`src/rtl/core/sorted_timer_queue_assert.svh`:
```
// ----------------------------------------------------------------------------
// Sorted timer queue assertion macros
// Implication and next-cycle implication checks, empty under synthesis.
// ----------------------------------------------------------------------------
`ifndef SORTED_TIMER_QUEUE_ASSERT_SVH
`define SORTED_TIMER_QUEUE_ASSERT_SVH

`ifndef SYNTHESIS

`define STQ_ASSERT_IMPL(lbl, clk, rst, pre, post) \
   lbl: assert property (@(posedge clk) disable iff (rst) (pre) |-> (post)) \
      else $error("sorted_timer_queue: implication check failed");

`define STQ_ASSERT_NEXT(lbl, clk, rst, pre, post) \
   lbl: assert property (@(posedge clk) disable iff (rst) (pre) |=> (post)) \
      else $error("sorted_timer_queue: next-cycle check failed");

`else

`define STQ_ASSERT_IMPL(lbl, clk, rst, pre, post)

`define STQ_ASSERT_NEXT(lbl, clk, rst, pre, post)

`endif

`endif

```
`src/rtl/core/stq_pkg.sv`:
```
// ----------------------------------------------------------------------------
// Sorted timer queue package
// Widths, operation and result codes, and the queue entry type.
// ----------------------------------------------------------------------------
`default_nettype none

package stq_pkg;

   localparam int NUM_TIMERS_DEF = 16;
   localparam int ID_W           = 4;
   localparam int ID_SLOTS       = 2 ** ID_W;
   localparam int COUNT_W        = 32;
   localparam int STEP_W         = 16;
   localparam int KIND_W         = 3;
   localparam int RES_W          = 2;
   localparam int PEND_W         = 5;

   localparam logic [KIND_W-1:0] KIND_ADVANCE   = 3'd0;
   localparam logic [KIND_W-1:0] KIND_START_REL = 3'd1;
   localparam logic [KIND_W-1:0] KIND_START_ABS = 3'd2;
   localparam logic [KIND_W-1:0] KIND_STOP      = 3'd3;

   localparam logic [RES_W-1:0] RES_FIRED = 2'd0;
   localparam logic [RES_W-1:0] RES_DONE  = 2'd1;
   localparam logic [RES_W-1:0] RES_FULL  = 2'd2;

   typedef struct packed {
      logic [ID_W-1:0]    owner;
      logic [COUNT_W-1:0] expiry;
   } entry_type;

endpackage

`default_nettype wire

```
`src/rtl/core/stq_alu.sv`:
```
// ----------------------------------------------------------------------------
// Sorted timer queue shared adder
// One 32-bit add/subtract unit; the sign of a difference gives wrap-aware order.
// ----------------------------------------------------------------------------
`default_nettype none

module stq_alu import stq_pkg::*; (
   input  logic [COUNT_W-1:0] op_a,
   input  logic [COUNT_W-1:0] op_b,
   input  logic               op_sub,
   output logic [COUNT_W-1:0] sum,
   output logic               neg
);

   assign sum = op_sub ? (op_a - op_b) : (op_a + op_b);
   assign neg = sum[COUNT_W-1];

endmodule

`default_nettype wire

```
`src/rtl/core/stq_store.sv`:
```
// ----------------------------------------------------------------------------
// Sorted timer queue entry store
// Single write port, single registered read port.
// ----------------------------------------------------------------------------
`default_nettype none

module stq_store import stq_pkg::*; #(
   parameter int DEPTH = NUM_TIMERS_DEF,
   localparam int AW   = $clog2(DEPTH)
) (
   input  logic            clock,
   input  logic            wr_en,
   input  logic [AW-1:0]   wr_addr,
   input  entry_type       wr_data,
   input  logic [AW-1:0]   rd_addr,
   output entry_type       rd_data
);

   entry_type queue_mem_ff [DEPTH];
   entry_type rd_data_ff;

   always_ff @(posedge clock) begin
      if (wr_en) begin
         queue_mem_ff[wr_addr] <= wr_data;
      end
      rd_data_ff <= queue_mem_ff[rd_addr];
   end

   assign rd_data = rd_data_ff;

endmodule

`default_nettype wire

```
`src/rtl/core/sorted_timer_queue.sv`:
```
// Flow: read, unknown kind or bad slot go straight to the result; advance scales
//   and adds, then takes each due timer off the head with a walk of the queue;
//   start/stop walk out an armed timer, then start walks in the new entry. One transaction in flight.
// The entry store is walked one entry a cycle.
// Reset (synchronous): counter zero, queue empty, ticks_per_step one.
// ----------------------------------------------------------------------------
// Sorted timer queue
// Tick counter with a wrap-aware sorted queue of one-shot timers.
// ----------------------------------------------------------------------------
`default_nettype none

`include "sorted_timer_queue_assert.svh"

module sorted_timer_queue import stq_pkg::*; #(
   parameter int NUM_TIMERS = NUM_TIMERS_DEF
) (
   input  logic               clock,
   input  logic               reset,
   input  logic               req_valid,
   output logic               req_ready,
   input  logic [KIND_W-1:0]  req_kind,
   input  logic [ID_W-1:0]    req_timer_id,
   input  logic [COUNT_W-1:0] req_elapsed_steps,
   input  logic [COUNT_W-1:0] req_offset_ticks,
   input  logic [COUNT_W-1:0] req_at_tick,
   output logic               rsp_valid,
   input  logic               rsp_ready,
   output logic [RES_W-1:0]   rsp_result_kind,
   output logic [ID_W-1:0]    rsp_fired_timer,
   output logic [COUNT_W-1:0] rsp_count_value,
   output logic [PEND_W-1:0]  rsp_pending_count,
   output logic               rsp_last,
   input  logic               csr_wr_en,
   input  logic [STEP_W-1:0]  csr_wr_data
);

   localparam int AW    = $clog2(NUM_TIMERS);
   localparam int LEN_W = $clog2(NUM_TIMERS + 1);
   localparam logic [LEN_W-1:0] LEN_MAX = LEN_W'(NUM_TIMERS);

   typedef enum logic [8:0] {
      S_IDLE  = 9'b000000001,
      S_MUL   = 9'b000000010,
      S_ADD   = 9'b000000100,
      S_HEAD  = 9'b000001000,
      S_FIND  = 9'b000010000,
      S_DOWN  = 9'b000100000,
      S_INS   = 9'b001000000,
      S_SHIFT = 9'b010000000,
      S_EMIT  = 9'b100000000
   } state_type;

   state_type          state_ff, state_in;
   logic [KIND_W-1:0]  kind_ff, kind_in;
   logic [ID_W-1:0]    id_ff, id_in;
   logic [COUNT_W-1:0] opnd_ff, opnd_in;
   logic [COUNT_W-1:0] tick_ff, tick_in;
   logic [STEP_W-1:0]  step_ff, step_in;
   logic [LEN_W-1:0]   len_ff, len_in;
   logic [ID_SLOTS-1:0] pending_ff, pending_in;
   logic [LEN_W-1:0]   idx_ff, idx_in;
   logic [ID_W-1:0]    rm_id_ff, rm_id_in;
   entry_type          carry_ff, carry_in;
   logic               have_fire_ff, have_fire_in;
   logic [RES_W-1:0]   res_kind_ff, res_kind_in;
   logic [ID_W-1:0]    res_id_ff, res_id_in;
   logic               res_last_ff, res_last_in;

   logic               rsp_valid_ff, rsp_valid_in;
   logic [RES_W-1:0]   rsp_kind_ff, rsp_kind_in;
   logic [ID_W-1:0]    rsp_id_ff, rsp_id_in;
   logic [COUNT_W-1:0] rsp_count_ff, rsp_count_in;
   logic [PEND_W-1:0]  rsp_pend_ff, rsp_pend_in;
   logic               rsp_last_ff, rsp_last_in;

   logic [STEP_W-1:0]  step_eff;
   logic [COUNT_W-1:0] product;
   logic [COUNT_W-1:0] alu_a, alu_b, alu_sum;
   logic               alu_sub, alu_neg;
   logic               mem_we;
   logic [AW-1:0]      mem_waddr;
   entry_type          mem_wdata;
   entry_type          rd_data;
   logic [LEN_W-1:0]   dn_idx;
   logic               at_end, full, due;

   assign step_eff = (step_ff == '0) ? STEP_W'(1) : step_ff;
   assign product  = opnd_ff * COUNT_W'(step_eff);
   assign dn_idx   = idx_ff - LEN_W'(1);
   assign at_end   = (idx_ff == len_ff);
   assign full     = (len_ff == LEN_MAX);
   assign due      = (len_ff != '0) && !alu_neg;

   stq_alu u_alu (
      .op_a   (alu_a),
      .op_b   (alu_b),
      .op_sub (alu_sub),
      .sum    (alu_sum),
      .neg    (alu_neg)
   );

   stq_store #(.DEPTH(NUM_TIMERS)) u_store (
      .clock   (clock),
      .wr_en   (mem_we),
      .wr_addr (mem_waddr),
      .wr_data (mem_wdata),
      .rd_addr (idx_in[AW-1:0]),
      .rd_data (rd_data)
   );

   always_comb begin
      state_in     = state_ff;
      kind_in      = kind_ff;
      id_in        = id_ff;
      opnd_in      = opnd_ff;
      tick_in      = tick_ff;
      step_in      = csr_wr_en ? csr_wr_data : step_ff;
      len_in       = len_ff;
      pending_in   = pending_ff;
      idx_in       = idx_ff;
      rm_id_in     = rm_id_ff;
      carry_in     = carry_ff;
      have_fire_in = have_fire_ff;
      res_kind_in  = res_kind_ff;
      res_id_in    = res_id_ff;
      res_last_in  = res_last_ff;
      rsp_valid_in = rsp_valid_ff && !rsp_ready;
      rsp_kind_in  = rsp_kind_ff;
      rsp_id_in    = rsp_id_ff;
      rsp_count_in = rsp_count_ff;
      rsp_pend_in  = rsp_pend_ff;
      rsp_last_in  = rsp_last_ff;
      alu_a        = tick_ff;
      alu_b        = opnd_ff;
      alu_sub      = 1'b0;
      mem_we       = 1'b0;
      mem_waddr    = idx_ff[AW-1:0];
      mem_wdata    = rd_data;

      unique case (state_ff)
         S_IDLE: begin
            if (req_valid) begin
               kind_in      = req_kind;
               id_in        = req_timer_id;
               rm_id_in     = req_timer_id;
               have_fire_in = 1'b0;
               res_kind_in  = RES_DONE;
               res_id_in    = req_timer_id;
               res_last_in  = 1'b1;
               idx_in       = '0;
               priority if (req_kind == KIND_ADVANCE) begin
                  opnd_in  = req_elapsed_steps;
                  state_in = S_MUL;
               end else if (req_kind == KIND_START_REL || req_kind == KIND_START_ABS ||
                            req_kind == KIND_STOP) begin
                  opnd_in = (req_kind == KIND_START_REL) ? req_offset_ticks : req_at_tick;
                  priority if (int'(req_timer_id) >= NUM_TIMERS) begin
                     res_kind_in = RES_FULL;
                     state_in    = S_EMIT;
                  end else if (req_kind != KIND_STOP) begin
                     state_in = S_ADD;
                  end else if (pending_ff[req_timer_id]) begin
                     state_in = S_FIND;
                  end else begin
                     state_in = S_EMIT;
                  end
               end else begin
                  res_id_in = '0;
                  state_in  = S_EMIT;
               end
            end
         end

         S_MUL: begin
            opnd_in  = product;
            state_in = S_ADD;
         end

         S_ADD: begin
            alu_a  = (kind_ff == KIND_START_ABS) ? '0 : tick_ff;
            alu_b  = opnd_ff;
            idx_in = '0;
            if (kind_ff == KIND_ADVANCE) begin
               tick_in  = alu_sum;
               state_in = S_HEAD;
            end else begin
               opnd_in  = alu_sum;
               state_in = pending_ff[id_ff] ? S_FIND : S_INS;
            end
         end

         S_HEAD: begin
            alu_a   = tick_ff;
            alu_b   = rd_data.expiry;
            alu_sub = 1'b1;
            idx_in  = '0;
            if (have_fire_ff) begin
               res_kind_in = RES_FIRED;
               res_id_in   = rm_id_ff;
               res_last_in = !due;
               rm_id_in    = rd_data.owner;
               state_in    = S_EMIT;
            end else if (due) begin
               rm_id_in     = rd_data.owner;
               have_fire_in = 1'b1;
               state_in     = S_FIND;
            end else begin
               res_kind_in = RES_DONE;
               res_id_in   = '0;
               res_last_in = 1'b1;
               state_in    = S_EMIT;
            end
         end

         S_FIND, S_DOWN: begin
            if (at_end) begin
               pending_in[rm_id_ff] = 1'b0;
               if (state_ff == S_DOWN) begin
                  len_in = len_ff - LEN_W'(1);
               end
               idx_in = '0;
               priority if (kind_ff == KIND_ADVANCE) begin
                  state_in = S_HEAD;
               end else if (kind_ff == KIND_STOP) begin
                  state_in = S_EMIT;
               end else begin
                  state_in = S_INS;
               end
            end else begin
               idx_in = idx_ff + LEN_W'(1);
               if (state_ff == S_DOWN) begin
                  mem_we    = 1'b1;
                  mem_waddr = dn_idx[AW-1:0];
                  mem_wdata = rd_data;
               end else if (rd_data.owner == rm_id_ff) begin
                  state_in = S_DOWN;
               end
            end
         end

         S_INS: begin
            alu_a     = opnd_ff;
            alu_b     = rd_data.expiry;
            alu_sub   = 1'b1;
            mem_wdata = '{owner: id_ff, expiry: opnd_ff};
            priority if (full) begin
               state_in = S_EMIT;
            end else if (at_end) begin
               mem_we              = 1'b1;
               len_in              = len_ff + LEN_W'(1);
               pending_in[id_ff]   = 1'b1;
               state_in            = S_EMIT;
            end else if (alu_neg) begin
               mem_we   = 1'b1;
               carry_in = rd_data;
               idx_in   = idx_ff + LEN_W'(1);
               state_in = S_SHIFT;
            end else begin
               idx_in = idx_ff + LEN_W'(1);
            end
         end

         S_SHIFT: begin
            mem_we    = 1'b1;
            mem_wdata = carry_ff;
            if (at_end) begin
               len_in            = len_ff + LEN_W'(1);
               pending_in[id_ff] = 1'b1;
               state_in          = S_EMIT;
            end else begin
               carry_in = rd_data;
               idx_in   = idx_ff + LEN_W'(1);
            end
         end

         S_EMIT: begin
            if (!rsp_valid_ff || rsp_ready) begin
               rsp_valid_in = 1'b1;
               rsp_kind_in  = res_kind_ff;
               rsp_id_in    = res_id_ff;
               rsp_count_in = tick_ff;
               rsp_pend_in  = PEND_W'(len_ff);
               rsp_last_in  = res_last_ff;
               idx_in       = '0;
               state_in     = res_last_ff ? S_IDLE : S_FIND;
            end
         end

         default: begin
            state_in = S_IDLE;
         end
      endcase
   end

   always_ff @(posedge clock) begin
      if (reset) begin
         state_ff     <= S_IDLE;
         tick_ff      <= '0;
         step_ff      <= STEP_W'(1);
         len_ff       <= '0;
         pending_ff   <= '0;
         have_fire_ff <= 1'b0;
         rsp_valid_ff <= 1'b0;
      end else begin
         state_ff     <= state_in;
         tick_ff      <= tick_in;
         step_ff      <= step_in;
         len_ff       <= len_in;
         pending_ff   <= pending_in;
         have_fire_ff <= have_fire_in;
         rsp_valid_ff <= rsp_valid_in;
      end
   end

   always_ff @(posedge clock) begin
      kind_ff      <= kind_in;
      id_ff        <= id_in;
      opnd_ff      <= opnd_in;
      idx_ff       <= idx_in;
      rm_id_ff     <= rm_id_in;
      carry_ff     <= carry_in;
      res_kind_ff  <= res_kind_in;
      res_id_ff    <= res_id_in;
      res_last_ff  <= res_last_in;
      rsp_kind_ff  <= rsp_kind_in;
      rsp_id_ff    <= rsp_id_in;
      rsp_count_ff <= rsp_count_in;
      rsp_pend_ff  <= rsp_pend_in;
      rsp_last_ff  <= rsp_last_in;
   end

   assign req_ready         = (state_ff == S_IDLE);
   assign rsp_valid         = rsp_valid_ff;
   assign rsp_result_kind   = rsp_kind_ff;
   assign rsp_fired_timer   = rsp_id_ff;
   assign rsp_count_value   = rsp_count_ff;
   assign rsp_pending_count = rsp_pend_ff;
   assign rsp_last          = rsp_last_ff;

   `STQ_ASSERT_IMPL(a_len_bound, clock, reset, 1'b1, len_ff <= LEN_MAX)
   `STQ_ASSERT_NEXT(a_busy_after_accept, clock, reset, req_valid && req_ready, !req_ready)
   `STQ_ASSERT_IMPL(a_pending_matches_len, clock, reset, state_ff == S_IDLE,
                    $countones(pending_ff) == int'(len_ff))

endmodule

`default_nettype wire

```
`config.mk`:
```
export PLATFORM = sky130hd
export DESIGN_NAME = sorted_timer_queue
export DESIGN_NICKNAME = d
export VERILOG_FILES = /design/src/rtl/core/stq_pkg.sv /design/src/rtl/core/stq_alu.sv /design/src/rtl/core/stq_store.sv /design/src/rtl/core/sorted_timer_queue.sv
export VERILOG_INCLUDE_DIRS = /design/src /design/src/rtl/core
export SDC_FILE = /design/constraint.sdc
export NUM_CORES = 2
export LEC_CHECK = 0
export BUFFER_PORTS_ARGS = -buffer_cell sky130_fd_sc_hd__buf_2
export CAP_MARGIN = 20
export CORE_ASPECT_RATIO = 1.25
export CORE_MARGIN = 2
export CORE_UTILIZATION = 59
export CTS_CLUSTER_DIAMETER = 30
export DETAILED_ROUTE_END_ITERATION = 8
export PLACE_DENSITY_LB_ADDON = 0.15
export SYNTH_ARGS = -nofsm -noshare
export SYNTH_HDL_FRONTEND = slang
export SYNTH_SLANG_ARGS = --single-unit
```
`constraint.sdc`:
```
create_clock -name clock -period 13.7 [get_ports clock]
set_input_delay 0 -clock clock [delete_from_list [all_inputs] [get_ports clock]]
set_output_delay 0 -clock clock [all_outputs]
set_load 0.01 [all_outputs]
```
* After elaboration in Yosys (flattened, before gate mapping) *
Memory sizes are Yosys's and may differ from the RTL's. A register that Yosys moved wholly into a read port is not among the register bits.
Index checks and enable logic that the tools add are counted.

storage, ports and cells
  flip-flop bits (word level) = 215
  bits in latches = 0
  memory bits (writable) = 576
  ROM bits = 0
  input bits = 124
  output and inout port bits = 46
  logic and storage cells = 205
  memories = 1

cells by class
  $add $sub $neg = 6
  multipliers = 1
  div/mod/pow operators = 0
  $lt $le $gt $ge = 5
  equal/unequal tests = 34
  shift operators = 0
  muxes and demuxes = 97
  bitwise logic cells = 3
  reductions and logical operators = 35

memory list
  name                  depth  width  read ports  clocked after Yosys merged registers in  write ports  RTL line         text
  u_store.queue_mem_ff  16     36     1           1                                        1            stq_store.sv:19  entry_type queue_mem_ff [DEPTH];

operator list
  cell                                                        number
  two-way mux 32 bit                                          8
  two-way mux 9 bit                                           17
  two-way mux 36 bit                                          4
  case mux 36 bit (2 select lines)                            2
  case mux 32 bit (3 select lines)                            1
  case mux 9 bit (8 select lines)                             1
  two-way mux 16 bit                                          4
  case mux 32 bit (2 select lines)                            1
  two-way mux 5 bit                                           10
  case mux 16 bit (3 select lines)                            1
  two-way mux 4 bit                                           11
  adder 32 bit                                                1
  multiplier 32 x 16 -> 32 bit                                1
  subtractor 32 bit                                           1
  case mux 5 bit (6 select lines)                             1
  two-way mux 1 bit                                           20
  inequality test 2 bit, second input constant                10
  AND 16 bit                                                  1
  zero test 16 bit                                            1
  NOT 16 bit                                                  1
  bitwise OR 16 bit                                           1
  case mux 4 bit (2 select lines)                             2
  less-than comparator 4 x 5 -> 1 bit, second input constant  3
  case mux 5 bit (3 select lines)                             1
  other kinds (43)                                            77

* Longest topological paths before layout *
  depth in word-level cells = 11
  mapped depth = 25
  mapped depth without buffers = 23

* Cells and area by module *
A second synthesis with hierarchy kept.

second synthesis, totals
  cells, all modules = 3,697
  area total of the unflattened synthesis = 46,772.4 µm²

by module, submodules not included
  module              instances  cells each  area each (µm²)  sequential area each (µm²)
  stq_store           1          938         22,318.9         18,017.3
  sorted_timer_queue  1          2,422       22,096.2         5,555.3
  stq_alu             1          337         2,357.3          0.0

* Least setup slack after synthesis *
Ideal clock, no wire load.

  path type = register -> register
  start point = register state_ff[5]
  end point = register carry_ff[0] in the netlist's numbering (enable)
  library setup time = 474 ps
  arrival time = 7,190 ps
  data required time = 13,226 ps
  setup slack = 6,036 ps
  cell stages (with the launch flop) = 25
  path buffers = 3
  period minus slack after synthesis = 7,664 ps
  cell sequence = dfxtp_1 > buf_2 > nor3_1 > nand3_1 > clkbuf_1 > buf_1 > mux2i_1 > ha_1 > a21boi_1 > nand2_1 > nor2_1 > xor2_1 > nand2_1 > o21ai_0 > ha_1 > and2_1 > o21a_1 > o21ai_1 > a21oi_1 > nor4_2 > o211ai_1 > a221oi_4 > xnor2_2 > nor2_1 > nor3_1

on the way
  longest elaborated chain between the ends = 7
  elaborated cells between the ends (all ways) = 17
  classes of those cells = add/sub: 2; eq/ne: 8; mux: 4; reduce/logical: 3

ends and longest elaborated chain
  what                                                                                 RTL line                   text
  start: declaration                                                                   sorted_timer_queue.sv:53   state_type state_ff, state_in;
  start signal: assignment                                                             sorted_timer_queue.sv:305  state_ff <= state_in;
  equality test 9 x 7 -> 1 bit / equality test 9 x 4 -> 1 bit (equally long branches)  sorted_timer_queue.sv:140  unique case (state_ff)
  OR reduction 2 bit (no source line)                                                  n/a
  two-way mux 32 bit                                                                   sorted_timer_queue.sv:140
  adder 32 bit / subtractor 32 bit (equally long branches)                             stq_alu.sv:15              assign sum = op_sub ? (op_a - op_b) : (op_a + op_b);
  two-way mux 32 bit                                                                   stq_alu.sv:15
  inequality test 2 bit (no source line)                                               n/a
  AND reduction 5 bit (no source line) (*)                                             n/a
  end signal: assignment                                                               sorted_timer_queue.sv:321  carry_ff <= carry_in;
  end: declaration                                                                     sorted_timer_queue.sv:63   entry_type carry_ff, carry_in;

Every way passes the cells marked *; elsewhere a longest branch is shown, timed or not.
A chain may end at the register's enable or synchronous reset.

* Worst setup path after layout *
  start point = register step_ff[7]
  end point = register opnd_ff[29] (data pin)

on the way
  longest elaborated chain between the ends = 4

ends and longest elaborated chain
  what                                  RTL line                   text
  start: declaration                    sorted_timer_queue.sv:58   logic [STEP_W-1:0] step_ff, step_in;
  start signal: assignment              sorted_timer_queue.sv:307  step_ff <= step_in;
  zero test 16 bit                      sorted_timer_queue.sv:87   assign step_eff = (step_ff == '0) ? STEP_W'(1) : step_ff;
  two-way mux 16 bit (*)                sorted_timer_queue.sv:87
  multiplier 32 x 16 -> 32 bit (*)      sorted_timer_queue.sv:88   assign product = opnd_ff * COUNT_W'(step_eff);
  case mux 32 bit (3 select lines) (*)  sorted_timer_queue.sv:140
  net opnd_in[29]                       sorted_timer_queue.sv:56   logic [COUNT_W-1:0] opnd_ff, opnd_in;
  end signal: assignment                sorted_timer_queue.sv:318  opnd_ff <= opnd_in;
  end: declaration                      sorted_timer_queue.sv:56

The timed path passes the listed nets; every way through them passes the cells marked *.

==> impl_metrics.json <==
{
  "setup_tns_ns": 0,
  "cts_buffer_depth": 3,
  "ys.warnings.count": 0,
  "clkTransAtPathRegs_ns": 0.06,
  "async_flop_share_pct": 0,
  "h-tree-depth": 4,
  "drt_iter0_drc": 3864,
  "seqPwrFrac_pct": 30.6,
  "diodes": 0,
  "coreArea_sq_um": 79970,
  "layout_commonest_cell": "nand2_1",
  "fin_crit_sh_pct": 53.34,
  "firstDrtPassIters": 5,
  "crit_slowest_cell": "dfxtp_1",
  "switching_share_pct": 35.89,
  "p_per_area_nw_per_um2": 183.4,
  "overflow": 0,
  "p_total_uw": 10100,
  "skew_ns": 0.04221,
  "clkSinkCount": 825,
  "worstSetupEndpointType": "flip-flop",
  "syn_area_sq_um": 47660,
  "leakage_uw": 0.02138,
  "cts_root_buf": "clkbuf_16",
  "critPathBufInv": 3,
  "grt_setup_unrepaired": "no",
  "gp_congestion": 0.9272,
  "track_usage_pct": 32.04,
  "max_slew_margin_pct": 20.89,
  "layout-drive-gt1-share_pct": 10.95,
  "setup_viol": 0,
  "synth_seq_cells": 825,
  "syn_area_per_cell_sq_um": 10.55,
  "path_cells": "nand2_1, fa_1, inv_1, fa_1, fa_1, fa_1, fa_1, inv_1, fa_1, inv_1, ha_1, nor2b_1, or3_1, nor4_1, nor2_1, a32oi_1, a311oi_1, xor2_1, a22oi_1, o21ai_0",
  "cts_tree": "built",
  "ir_drop_v": 0.0001476,
  "syn_to_final_growth_pct": 15.59,
  "power_frac_clock_pct": 34.2,
  "switchingPower_uw": 3626,
  "drv_cap": 0,
  "cts_resized": 0,
  "hold_violations": 0,
  "layout.nets": 5238,
  "port-buffer-count": 168,
  "ant_nets": 0,
  "cts_buffers": 132,
  "hpwl_microns": 84500,
  "wl_per_cell_microns": 22.35,
  "crit_path_start_kind": "flip-flop",
  "grt_pass1_wl_microns": 202900,
  "status": "finished clean",
  "wirelength_microns": 131300,
  "grt_pass1_vias": 35620,
  "num_vias": 35340,
  "synthFlopType": "edfxtp_1",
  "clkLatencyLatePin_ns": 0.74,
  "grt_max_degree": 107,
  "crit_path_max_incr_delay_ns": 1.05,
  "slew_violations": 0,
  "avgViaCountPerCell": 6.014,
  "required_ns": 14.16,
  "p_int_uw": 6477,
  "worst_pin_slew_ns": 1.187,
  "hold_class": "in2reg",
  "cp.arrival_ns": 7.77,
  "setup.worst_path.class": "reg2reg",
  "core.rowCount": 116,
  "critPathMaxFanout": 27,
  "syn_nets": 5051,
  "ys_seq_area_share_pct": 49.46,
  "layout_common_cells": "nand2_1, edfxtp_1, inv_1, fa_1, nand3_1",
  "synth_edf_count": 705,
  "synthCells": 4518,
  "yosysUniqueCellTypes": 88,
  "layout_min_cycle_time_ns": 7.307,
  "p_comb_share_pct": 35.2,
  "die-area_sq_um": 83080,
  "hold_slack_ns": 0.05217,
  "antenna_found_initial": 1,
  "drc": 0,
  "cp_common_cell": "fa_1",
  "io_pins": 170,
  "die_x_microns": 258.2,
  "path_delay_family": "adder cells",
  "max_freq_ghz": 0.1369,
  "die_y_microns": 321.8,
  "initial_core_util_pct": 59.60
}
[worst reg2reg max path: stages (launching register included)]
cell and delay (ns):
dfxtp_1 1.05, nand2_1 0.22, fa_1 0.59, inv_1 0.06, fa_1 0.49, fa_1 0.57
fa_1 0.43, fa_1 0.51, inv_1 0.07, fa_1 0.47, inv_1 0.04, ha_1 0.32
nor2b_1 0.16, or3_1 0.32, nor4_1 0.33, nor2_1 0.17, a32oi_1 0.49, a311oi_1 0.27
xor2_1 0.19, a22oi_1 0.19, o21ai_0 0.10
[power groups by stage]
stage / clock [uW] / combinational (uW) / sequential (uW)
after floorplan: 0 / 2640 / 3010
after global placement: 0 / 3370 / 3130
after detailed placement: 0 / 3430 / 3130
after CTS: 3490 / 3490 / 3090
after global routing: 3590 / 3970 / 3100
final: 3460 / 3550 / 3090
[kinds of logic (layout without fill, tap and decap cells)]
kind of cell	after synthesis	count (layout)	synth area share [%]
simple gates	1792	1792	16.75
buf+inv	654	950	5.384
flops	825	825	49.46
xor+xnor	121	121	2.239
fa+ha+maj	409	409	15.56
compound gates	648	648	8.876
other cells	1	1	0.007868
mux	68	68	1.725
[sequential cells by signal (all words and copies together), names as in the netlist, 5 cells and up]
name / flops
state_ff: 9
tick_ff: 32
carry_ff: 36
idx_ff: 5
rsp_pending_count: 5
pending_ff: 16
step_ff: 16
u_store.rd_data: 36
len_ff: 5
opnd_ff: 32
rsp_count_value: 32
u_store.queue_mem_ff: 576
[cell type report]
type / count / area (sq um)
Multi-Input combinational cell: 3039 / 21720
Clock inverter: 91 / 1204
Timing Repair Buffer: 337 / 2435
Clock buffer: 152 / 3430
Inverter: 370 / 1399
Fill cell: 5811 / 24880
Sequential cell: 825 / 23570
Tap cell: 1062 / 1329
[synthesized netlist by cell type (all sizes together) (6+ instances only)]
cell / instances / area, sq um
a31oi: 49 / 306.5
nor3b: 8 / 60.06
inv: 369 / 1385
nand3b: 13 / 97.59
nand2b: 19 / 118.9
dfxtp: 120 / 2402
and3: 12 / 75.07
buf: 93 / 460.4
nor3: 34 / 180.2
o21ai: 130 / 650.6
a211oi: 35 / 262.8
a21o: 19 / 142.6
nand3: 248 / 1241
nand4: 12 / 75.07
edfxtp: 705 / 21170
a22oi: 42 / 315.3
xnor2: 87 / 769.5
or4: 11 / 86.33
or3: 18 / 112.6
ha: 103 / 1289
o21a: 10 / 75.07
or2: 6 / 37.53
a32oi: 39 / 341.6
clkbuf: 191 / 716.9
nor2: 166 / 623.1
xor2: 34 / 297.8
nor4: 19 / 152.7
mux4: 10 / 225.2
and2: 153 / 959.7
fa: 306 / 6126
nor2b: 21 / 131.4
a22o: 31 / 271.5
a21oi: 196 / 992.2
o311ai: 35 / 306.5
mux2i: 55 / 563.0
nand2: 1039 / 3900
[metal layers]
layer,track usage (%),part of all wire [%]
met5,0,0.0076
met2,52.78,48
met4,13.24,4.0
met1,41.69,39
met3,6.437,9.1
[through the flow]
stage	worst slack, ns	std cells	instance area [sq um]	util, %
final	6.393	5876	55090	68.89
after global routing	6.078	5876	55090	68.89
after CTS	6.576	5873	55050	68.83
after detailed placement	6.564	5526	49370	61.74
after global placement	6.586	5524	49330	61.68
after floorplan	6.036	4518	47660	-
[path summary, 6_finish.rpt]
path | start | end | slack (ns) | cells after the start
max | step_ff[7] | opnd_ff[29] | 6.39 | 20
min | req_kind[0] | kind_ff[0] | 0.05 | 2
max reg2reg | step_ff[7] | opnd_ff[29] | 6.39 | 20
min reg2reg | res_kind_ff[0] | rsp_result_kind[0] | 0.42 | 0
[timing repair]
action | in CTS | in global routing
hold buffers | 104 | 0
endpoints found under the hold margin | 113 | 0
buffers inserted | 0 | 0
No activity file was read; power rests on OpenSTA's default activity.
